### src/rtl/voter_model_ring_update_defines.svh
// ---------------------------------------------------------------------------
// Voter model ring update: assertion macros
// Shorthand for the clocked, reset-qualified checks used in the top level.
// ---------------------------------------------------------------------------
`ifndef VOTER_MODEL_RING_UPDATE_DEFINES_SVH
`define VOTER_MODEL_RING_UPDATE_DEFINES_SVH

// Same-cycle implication, sampled on clk, off while rst_n is low.
`define VMR_ASSERT_NOW(lbl, ante, cons, msg) \
  lbl: assert property (@(posedge clk) disable iff (!rst_n) (ante) |-> (cons)) \
    else $error(msg);

// Next-cycle implication, sampled on clk, off while rst_n is low.
`define VMR_ASSERT_NEXT(lbl, ante, cons, msg) \
  lbl: assert property (@(posedge clk) disable iff (!rst_n) (ante) |=> (cons)) \
    else $error(msg);

`endif

### src/rtl/vmr_pkg.sv
// ---------------------------------------------------------------------------
// vmr_pkg
// Types and fixed constants shared by the voter model ring update block.
// ---------------------------------------------------------------------------
package vmr_pkg;

  localparam int SITE_W    = 10;
  localparam int CNT_W     = 11;
  localparam int SWEEP_W   = 32;
  localparam int SAMPLE_W  = 16;
  localparam int THR_W     = 17;
  localparam int CFG_W     = 17;
  localparam int CFG_IDX_W = 1;

  // Register indexes
  localparam logic [CFG_IDX_W-1:0] REG_RING_SIZE      = 1'd0;
  localparam logic [CFG_IDX_W-1:0] REG_INIT_THRESHOLD = 1'd1;

  // Register reset values
  localparam logic [CNT_W-1:0] RING_SIZE_RST = 11'd1024;
  localparam logic [THR_W-1:0] THR_RST       = 17'd32768;

  // Smallest usable ring
  localparam logic [CNT_W-1:0] MIN_N = 11'd2;

  // Item opcodes and directions
  localparam logic OP_LOAD   = 1'b0;
  localparam logic OP_UPDATE = 1'b1;
  localparam logic DIR_LEFT  = 1'b0;
  localparam logic DIR_RIGHT = 1'b1;

  typedef struct packed {
    logic                op;
    logic [SITE_W-1:0]   site;
    logic                direction;
    logic [SAMPLE_W-1:0] random_sample;
  } in_item_t;

  typedef struct packed {
    logic [CNT_W-1:0]   positive_count;
    logic [SWEEP_W-1:0] sweep_count;
    logic               sweep_done;
    logic               consensus;
    logic               all_positive;
  } out_item_t;

  typedef enum logic [0:0] {
    ST_IDLE,
    ST_COMMIT
  } state_t;

  // Controller -> datapath
  typedef struct packed {
    logic accept;   // latch item, read both ring bits
    logic commit;   // update counters, write ring, load result
  } ctrl_t;

  // Datapath -> controller
  typedef struct packed {
    logic out_free; // result register can take a new item
  } status_t;

endpackage

### src/rtl/vmr_ctrl.sv
// ---------------------------------------------------------------------------
// vmr_ctrl
// Two-state sequencer: accept and read, then commit when the result slot frees.
// ---------------------------------------------------------------------------
module vmr_ctrl import vmr_pkg::*; (
  input  logic    clk,
  input  logic    rst_n,
  input  logic    in_valid,
  output logic    in_ready,
  input  status_t status,
  output ctrl_t   ctrl
);

  state_t state_r;
  state_t state_nxt;

  always_ff @(posedge clk) begin
    if (!rst_n) begin
      state_r <= ST_IDLE;
    end else begin
      state_r <= state_nxt;
    end
  end

  always_comb begin
    state_nxt = state_r;
    case (state_r)
      ST_IDLE: begin
        if (in_valid) begin
          state_nxt = ST_COMMIT;
        end
      end
      ST_COMMIT: begin
        if (status.out_free) begin
          state_nxt = ST_IDLE;
        end
      end
      default: begin
        state_nxt = ST_IDLE;
      end
    endcase
  end

  always_comb begin
    in_ready    = 1'b0;
    ctrl.accept = 1'b0;
    ctrl.commit = 1'b0;
    case (state_r)
      ST_IDLE: begin
        in_ready    = 1'b1;
        ctrl.accept = in_valid;
      end
      ST_COMMIT: begin
        ctrl.commit = status.out_free;
      end
      default: begin
        in_ready = 1'b0;
      end
    endcase
  end

endmodule

### src/rtl/vmr_datapath.sv
// ---------------------------------------------------------------------------
// vmr_datapath
// Config registers, opinion memory, run counters and the result register.
// ---------------------------------------------------------------------------
module vmr_datapath import vmr_pkg::*; #(
  parameter int MAX_SITES = 1024
) (
  input  logic                 clk,
  input  logic                 rst_n,
  input  logic                 cfg_we,
  input  logic [CFG_IDX_W-1:0] cfg_index,
  input  logic [CFG_W-1:0]     cfg_wdata,
  input  in_item_t             in_data,
  input  logic                 out_ready,
  output logic                 out_valid,
  output out_item_t            out_data,
  input  ctrl_t                ctrl,
  output status_t              status
);

  localparam int AW        = (MAX_SITES > 2) ? $clog2(MAX_SITES) : 1;
  localparam int MAX_N_INT = (MAX_SITES > 2047) ? 2047 : MAX_SITES;
  localparam logic [CNT_W-1:0] MAX_N = CNT_W'(MAX_N_INT);
  localparam int XW        = (AW > CNT_W) ? AW : CNT_W;

  // Config
  logic [CNT_W-1:0] ring_size_r;
  logic [THR_W-1:0] thr_r;
  logic [CNT_W-1:0] n;

  // Accept side
  logic [CNT_W-1:0] in_site;
  logic [CNT_W-1:0] in_plus;
  logic [CNT_W-1:0] in_nb;
  logic [XW-1:0]    site_x;
  logic [XW-1:0]    nb_x;
  logic [AW-1:0]    rd_addr_a;
  logic [AW-1:0]    rd_addr_b;

  // Item and read data
  in_item_t         item_r;
  logic [AW-1:0]    nb_r;
  logic             src_r;
  logic             dst_r;
  logic             mem [MAX_SITES];

  // Commit side
  logic [CNT_W-1:0]   site_c;
  logic [XW-1:0]      site_cx;
  logic               in_range;
  logic               bit_c;
  logic [CNT_W-1:0]   base_pos;
  logic [CNT_W-1:0]   upd_inc;
  logic               wr_en;
  logic [AW-1:0]      wr_addr;
  logic               wr_data;
  logic               done;
  logic               agree;

  // Counters
  logic [CNT_W-1:0]   pos_r;
  logic [CNT_W-1:0]   pos_nxt;
  logic [CNT_W-1:0]   upd_r;
  logic [CNT_W-1:0]   upd_nxt;
  logic [SWEEP_W-1:0] sweeps_r;
  logic [SWEEP_W-1:0] sweeps_nxt;

  logic               out_valid_r;
  out_item_t          out_data_r;

  always_ff @(posedge clk) begin
    if (!rst_n) begin
      ring_size_r <= RING_SIZE_RST;
      thr_r       <= THR_RST;
    end else if (cfg_we) begin
      case (cfg_index)
        REG_RING_SIZE:      ring_size_r <= cfg_wdata[CNT_W-1:0];
        REG_INIT_THRESHOLD: thr_r       <= cfg_wdata[THR_W-1:0];
        default: begin
        end
      endcase
    end
  end

  // Clamped ring size
  always_comb begin
    if (ring_size_r < MIN_N) begin
      n = MIN_N;
    end else if (ring_size_r > MAX_N) begin
      n = MAX_N;
    end else begin
      n = ring_size_r;
    end
  end

  // Neighbor address with wrap
  always_comb begin
    in_site = {1'b0, in_data.site};
    in_plus = in_site + CNT_W'(1);
    if (in_data.direction == DIR_RIGHT) begin
      in_nb = (in_plus >= n) ? '0 : in_plus;
    end else begin
      in_nb = (in_site == '0) ? (n - CNT_W'(1)) : (in_site - CNT_W'(1));
    end
    site_x    = XW'(in_site);
    nb_x      = XW'(in_nb);
    rd_addr_a = site_x[AW-1:0];
    rd_addr_b = nb_x[AW-1:0];
  end

  // Opinion memory: two registered reads on accept, one write on commit
  always_ff @(posedge clk) begin
    if (ctrl.accept) begin
      src_r  <= mem[rd_addr_a];
      dst_r  <= mem[rd_addr_b];
      item_r <= in_data;
      nb_r   <= rd_addr_b;
    end
    if (wr_en) begin
      mem[wr_addr] <= wr_data;
    end
  end

  always_comb begin
    site_c     = {1'b0, item_r.site};
    site_cx    = XW'(site_c);
    in_range   = (site_c < n);
    bit_c      = ({1'b0, item_r.random_sample} < thr_r);
    base_pos   = pos_r;
    upd_inc    = upd_r + CNT_W'(1);
    pos_nxt    = pos_r;
    upd_nxt    = upd_r;
    sweeps_nxt = sweeps_r;
    done       = 1'b0;
    agree      = 1'b0;
    wr_addr    = site_cx[AW-1:0];
    wr_data    = bit_c;
    if (in_range) begin
      if (item_r.op == OP_LOAD) begin
        // Site 0 starts a new run
        if (site_c == '0) begin
          base_pos   = '0;
          upd_nxt    = '0;
          sweeps_nxt = '0;
        end
        pos_nxt = (bit_c && (base_pos < n)) ? (base_pos + CNT_W'(1)) : base_pos;
      end else begin
        wr_addr = nb_r;
        wr_data = src_r;
        if (src_r && !dst_r && (pos_r < n)) begin
          pos_nxt = pos_r + CNT_W'(1);
        end else if (!src_r && dst_r && (pos_r != '0)) begin
          pos_nxt = pos_r - CNT_W'(1);
        end
        if (upd_inc >= n) begin
          upd_nxt    = '0;
          sweeps_nxt = (sweeps_r != '1) ? (sweeps_r + SWEEP_W'(1)) : sweeps_r;
          done       = 1'b1;
          agree      = (pos_nxt == '0) || (pos_nxt == n);
        end else begin
          upd_nxt = upd_inc;
        end
      end
    end
    wr_en = ctrl.commit && in_range;
  end

  always_ff @(posedge clk) begin
    if (!rst_n) begin
      pos_r    <= '0;
      upd_r    <= '0;
      sweeps_r <= '0;
    end else if (ctrl.commit) begin
      pos_r    <= pos_nxt;
      upd_r    <= upd_nxt;
      sweeps_r <= sweeps_nxt;
    end
  end

  always_ff @(posedge clk) begin
    if (!rst_n) begin
      out_valid_r <= 1'b0;
    end else if (ctrl.commit) begin
      out_valid_r <= 1'b1;
    end else if (out_ready) begin
      out_valid_r <= 1'b0;
    end
  end

  always_ff @(posedge clk) begin
    if (ctrl.commit) begin
      out_data_r.positive_count <= pos_nxt;
      out_data_r.sweep_count    <= sweeps_nxt;
      out_data_r.sweep_done     <= done;
      out_data_r.consensus      <= agree;
      out_data_r.all_positive   <= (pos_nxt == n);
    end
  end

  assign out_valid       = out_valid_r;
  assign out_data        = out_data_r;
  assign status.out_free = !out_valid_r || out_ready;

endmodule

### src/rtl/voter_model_ring_update.sv
// ---------------------------------------------------------------------------
// voter_model_ring_update
// One-dimensional ring voter model: site loads and neighbor-copy updates.
// ---------------------------------------------------------------------------
// Each item is accepted (item latched, site and neighbor opinion bits read
// from the single opinion memory, registered) and then committed (counters
// adjusted, copied bit written back, result register loaded). Commit waits
// while the result register still holds an untaken item, so a new item is
// accepted as soon as the previous one has committed, even if its result is
// still pending. Load items set a site to 1 when random_sample <
// init_threshold; loading site 0 clears the positive count, the update
// counter and the sweep counter. Update items copy the site's opinion onto
// its left or right neighbor (ring wraps) and report a sweep after every
// ring_size updates. ring_size is clamped to 2..min(MAX_SITES, 2047). Sites
// at or beyond the ring size change nothing. Opinions have no reset: every
// site in use must be loaded before an update reads it. Configuration writes
// take effect at once; the user must make them only while idle (unenforced).
// ---------------------------------------------------------------------------
`include "voter_model_ring_update_defines.svh"

module voter_model_ring_update import vmr_pkg::*; #(
  parameter int MAX_SITES = 1024
) (
  input  logic                 clk,
  input  logic                 rst_n,
  // Configuration write port
  input  logic                 cfg_we,
  input  logic [CFG_IDX_W-1:0] cfg_index,
  input  logic [CFG_W-1:0]     cfg_wdata,
  // Input item channel
  input  logic                 in_valid,
  output logic                 in_ready,
  input  in_item_t             in_data,
  // Result item channel
  output logic                 out_valid,
  input  logic                 out_ready,
  output out_item_t            out_data
);

  ctrl_t   ctrl;
  status_t status;

  // Sequencer: idle/accept, then commit
  vmr_ctrl u_ctrl (
    .clk      (clk),
    .rst_n    (rst_n),
    .in_valid (in_valid),
    .in_ready (in_ready),
    .status   (status),
    .ctrl     (ctrl)
  );

  // Opinion memory, counters, result register
  vmr_datapath #(
    .MAX_SITES (MAX_SITES)
  ) u_datapath (
    .clk       (clk),
    .rst_n     (rst_n),
    .cfg_we    (cfg_we),
    .cfg_index (cfg_index),
    .cfg_wdata (cfg_wdata),
    .in_data   (in_data),
    .out_ready (out_ready),
    .out_valid (out_valid),
    .out_data  (out_data),
    .ctrl      (ctrl),
    .status    (status)
  );

  // Accept and commit never overlap; one item in flight at a time
  `VMR_ASSERT_NOW(a_accept_commit_excl, ctrl.accept, !ctrl.commit, "accept during commit")
  // After an accept the block is busy for the commit cycle
  `VMR_ASSERT_NEXT(a_busy_after_accept, ctrl.accept, !in_ready, "ready right after accept")
  // A commit always presents a result
  `VMR_ASSERT_NEXT(a_commit_result, ctrl.commit, out_valid, "commit without result")
  // Consensus is reported only at a sweep end
  `VMR_ASSERT_NOW(a_consensus_sweep, out_valid && out_data.consensus,
                  out_data.sweep_done, "consensus without sweep end")

endmodule

### config.mk
export PLATFORM = sky130hd
export DESIGN_NAME = voter_model_ring_update
export DESIGN_NICKNAME = d
export VERILOG_FILES = /design/src/rtl/vmr_pkg.sv /design/src/rtl/vmr_ctrl.sv /design/src/rtl/vmr_datapath.sv /design/src/rtl/voter_model_ring_update.sv
export VERILOG_INCLUDE_DIRS = /design/src /design/src/rtl
export SDC_FILE = /design/constraint.sdc
export NUM_CORES = 2
export LEC_CHECK = 0
export BUFFER_PORTS_ARGS = -buffer_cell sky130_fd_sc_hd__buf_2
export CAP_MARGIN = 10
export CORE_UTILIZATION = 25
export CTS_BUF_LIST = sky130_fd_sc_hd__clkbuf_8
export CTS_CLUSTER_SIZE = 12
export DETAILED_ROUTE_END_ITERATION = 10
export PLACE_DENSITY_LB_ADDON = 0.3
export SYNTH_ARGS = -nofsm -noshare
export SYNTH_HDL_FRONTEND = slang
export SYNTH_SLANG_ARGS = --single-unit
export TNS_END_PERCENT = 50
### constraint.sdc
create_clock -name clk -period 47.8 [get_ports clk]
set_input_delay 4.78 -clock clk [delete_from_list [all_inputs] [get_ports clk]]
set_output_delay 4.78 -clock clk [all_outputs]
set_load 0.005 [all_outputs]
==> results by group <==
Timing
  – Max frequency: 80.94 MHz
  – RSZ-0062 raised after global routing: false
  – Final setup vio count: 0
  – Final period util: 25.85%
  – Setup Skew: 90.84 ps
  – Minimum clock period: 12360 ps
  – Worst setup margin: 35440 ps
  – Slew HR: 13.65%
  – Pins over their slew limit: 0
  – Actual slew at the worst max-slew pin: 1295 ps
  – Hold Fails Final Rpt: 0
  – Setup TNS Final: 0 ps

Die
  – Initial Utilization: 25.13%
  – Rows: 187
  – Core area: 0.2595 mm^2
  – Chip width: 512.7 um
  – I/O pin cnt: 99
  – DIE AREA: 0.2629 mm^2
  – DIE HEIGHT: 512.7 um

Run status
  – Status: finished, final reports clean

Synth
  – Top_reg_cell synth: edfxtp_1
  – EDFF count, synth: 1109
  – Ys Warns: 0
  – FFs w/ async S/R, synth: 0%
  – Cell count after synthesis: 6287
  – Library cells used by synthesis: 94
  – Synth top area cells: edfxtp_1 51%, nor2_1 6.6%, nand2_1 5.7%
  – Yosys top cell by area: edfxtp_1
  – Synth Register Bits: 1193
  – Syn Nets: 6411
  – Share of the synthesized area in the top cell type: 51.07%
  – Syn Area/Cell: 10.37 um^2
  – Post-synthesis cell area: 0.06521 mm^2
  – Register area share after synthesis: 53.65%

Critical path
  – Crit path max fanout: 105
  – Flop2flop setup slack: 38100 ps
  – Worst r2r src: u_datapath.ring_size_r[10]
  – Setup crit end kind: flop
  – Critical path type: in2reg
  – CP most frequent cell: buf_4
  – Worst reg2reg path endpoint: u_datapath.mem[980]
  – Startpoint types: input port
  – Cell Chain, Critical Path: buf_4 > and2_4 > nand3_1 > or3_1 > xnor2_1 > inv_1 > ha_1 > o21a_1 > a211oi_1 > o221ai_2 > o21a_4 > inv_16 > buf_4 > buf_4 > buf_4 > mux2i_1 > a32oi_1 > o21ai_0 > a22o_1 > a221oi_1 > a211oi_1 > nor4_1 > a221o_1
  – CP max stage cell: buf_4
  – WP data arrival: 13240 ps
  – R2R depth: 17
  – CP required: 48690 ps
  – Crit path largest cell delay: 780 ps

Placement
  – Placer Congestion: 0.8483
  – Pre-CTS WS: 34570 ps
  – Dpl hpwl: 144400 um
  – Port bufs: 98
  – Placed cells: 9358

Clocking
  – Clock root cell: clkbuf_8
  – Clk buf depth: 3
  – Post-CTS Setup Inserts: 0
  – Clock Sinks: 1193
  – CTS tree: yes
  – Worst skew pair latency: 1020 ps
  – Post-CTS Hold Buffers: 0
  – Post_cts resized: 0
  – H-tree levels: 4
  – Clock transition at path regs: 60 ps
  – CTS Buf Count: 205

Routing
  – # DRC: 0
  – Post-Route WL: 261300 um
  – Drt wl/cell: 26.81 um
  – Number of routed nets with antenna violations: 0
  – DRT Pass-1 Iters: 6
  – Via Count: 53600
  – Initial DRC Count: 7121
  – DR vias/cell: 5.501

Global routing
  – All-Layer GR Usage: 19.12%
  – First-pass GRT wire length: 369500 um
  – Vias in the first global route: 51010
  – Grt total ovfl: 0
  – Initial antenna violation count: 18
  – Pin count of the biggest net entering global routing: 262

Hold path
  – Min-delay src: u_datapath.thr_r[10]
  – Min-Delay Endpoint: u_datapath.thr_r[10]
  – Hold WC Path Type: reg2reg
  – Min-Delay Path Depth: 2

Power
  – Pleak: 0.02364 uW
  – VDD IR max: 0.00002897 V
  – Pwr Total: 2507 uW
  – Pwr/cell area: 34.45 mW/mm^2

Layout
  – Final net count: 6289
  – Proportion of layout cells with a drive suffix above 1: 12.54%
  – Area delta synth->final: 11.61%
  – Non-Filler Instances: 9744
  – Final core utilization: 28.05%

Flow run
  – Max-cap violations: 0
cell usage after synthesis (all sizes together) (66+ instances only):
master,number
edfxtp,1109
a21oi,271
nor2,1150
buf,214
o21ai,202
nand2,990
inv,66
and3,93
mux4,162
clkbuf,342
ha,73
nand3,260
dfxtp,84
mux2i,309
a31oi,91
cells in the final DEF (no fill, tap or decap), types with 34 or more instances in the layout:
master    instances
a21oi_1         269
a221o_1          42
a22oi_1          36
a311oi_1         49
a31oi_1          90
a32oi_1          39
and3_1           93
buf_2            94
buf_4           119
clkbuf_8        213
clkinv_1         53
dfxtp_1          84
edfxtp_1       1109
ha_1             73
inv_1           134
mux2_2           61
mux2i_1         309
mux4_2          162
nand2_1         958
nand3_1         259
nand4_1          38
nor2_1         1139
nor3_1           53
o21ai_0         193
o221ai_1         64
o22ai_1          59
xnor2_1          34
report_power, final:
part           internal, uW  switching, uW  leakage, uW
Sequential             1190           7.23       0.0106
Clock                   430            467      0.00219
Combinational           108            305       0.0108
state kept, by name (all words and copies together) (netlist names):
register / count
u_datapath.upd_r: 11
u_datapath.src_r: 1
u_datapath.out_data: 46
u_datapath.item_r: 27
u_datapath.ring_size_r: 11
u_datapath.mem: 1024
u_ctrl.state_r: 1
u_datapath.pos_r: 11
u_datapath.dst_r: 1
u_datapath.nb_r: 10
u_datapath.out_valid: 1
u_datapath.sweeps_r: 32
u_datapath.thr_r: 17
kinds of logic (layout without fill, tap and decap cells):
| kind of cell | Yosys count | after routing | share of synthesized area (%) |
|---|---|---|---|
| and+or+nand+nor | 2744 | 2744 | 17.73 |
| DFF | 1193 | 1193 | 53.65 |
| AOI/OAI and AO/OA | 1072 | 1072 | 11.09 |
| buffers and inverters | 624 | 667 | 4.078 |
| muxes | 532 | 532 | 11.39 |
| adders and majority gates | 73 | 73 | 1.401 |
| xor gates and xnor gates | 49 | 49 | 0.6582 |
| other | 0 | 12 | 0 |
layout make-up:
type	instances	area, um^2
fill	27000	186700
sequential	1193	34980
multi-input combinational	4470	27830
tap	3402	4257
clock buffer	212	2918
timing repair buffer	227	1639
clock inverter	160	843.3
inverter	68	276.5
antenna	12	30.03
critical path, delay by kind of cell:
| family | cells | cell delay, ps |
|---|---|---|
| AOI/OAI and AO/OA | 10 | 2710 |
| adders and majority gates | 1 | 300 |
| and+or+nand+nor | 4 | 1570 |
| xor gates and xnor gates | 1 | 200 |
| buffers and inverters | 6 | 3130 |
| muxes | 1 | 160 |
worst max-delay path by stage:
stage                     depth (start not counted)           endpoint                 startpoint
after floorplan                                  15  u_datapath.mem[0]  u_datapath.ring_size_r[3]
after global placement                           23   u_datapath.dst_r                in_data[18]
after detailed placement                         23   u_datapath.dst_r                in_data[18]
after CTS                                        23   u_datapath.dst_r                in_data[18]
after global routing                             23   u_datapath.dst_r                in_data[18]
final                                            23   u_datapath.dst_r                in_data[19]
layer usage:
layer	vias to the layer above	GRT usage, %	share of wire (%)
met5	-	0	0.051
met1	27110	25.84	41
met3	582	4.055	10
met2	3036	29.56	45
li1	22850	-	-
met4	20	7.797	4.0
per-stage QoR:
stage,hold slack [ps],cell area (um^2)
after global placement,447.8,68930
after detailed placement,448.2,68930
after floorplan,436.1,65210
after global routing,475.1,72750
final,453.3,72780
after CTS,457.3,72690
(Power assumes the default switching activity.)
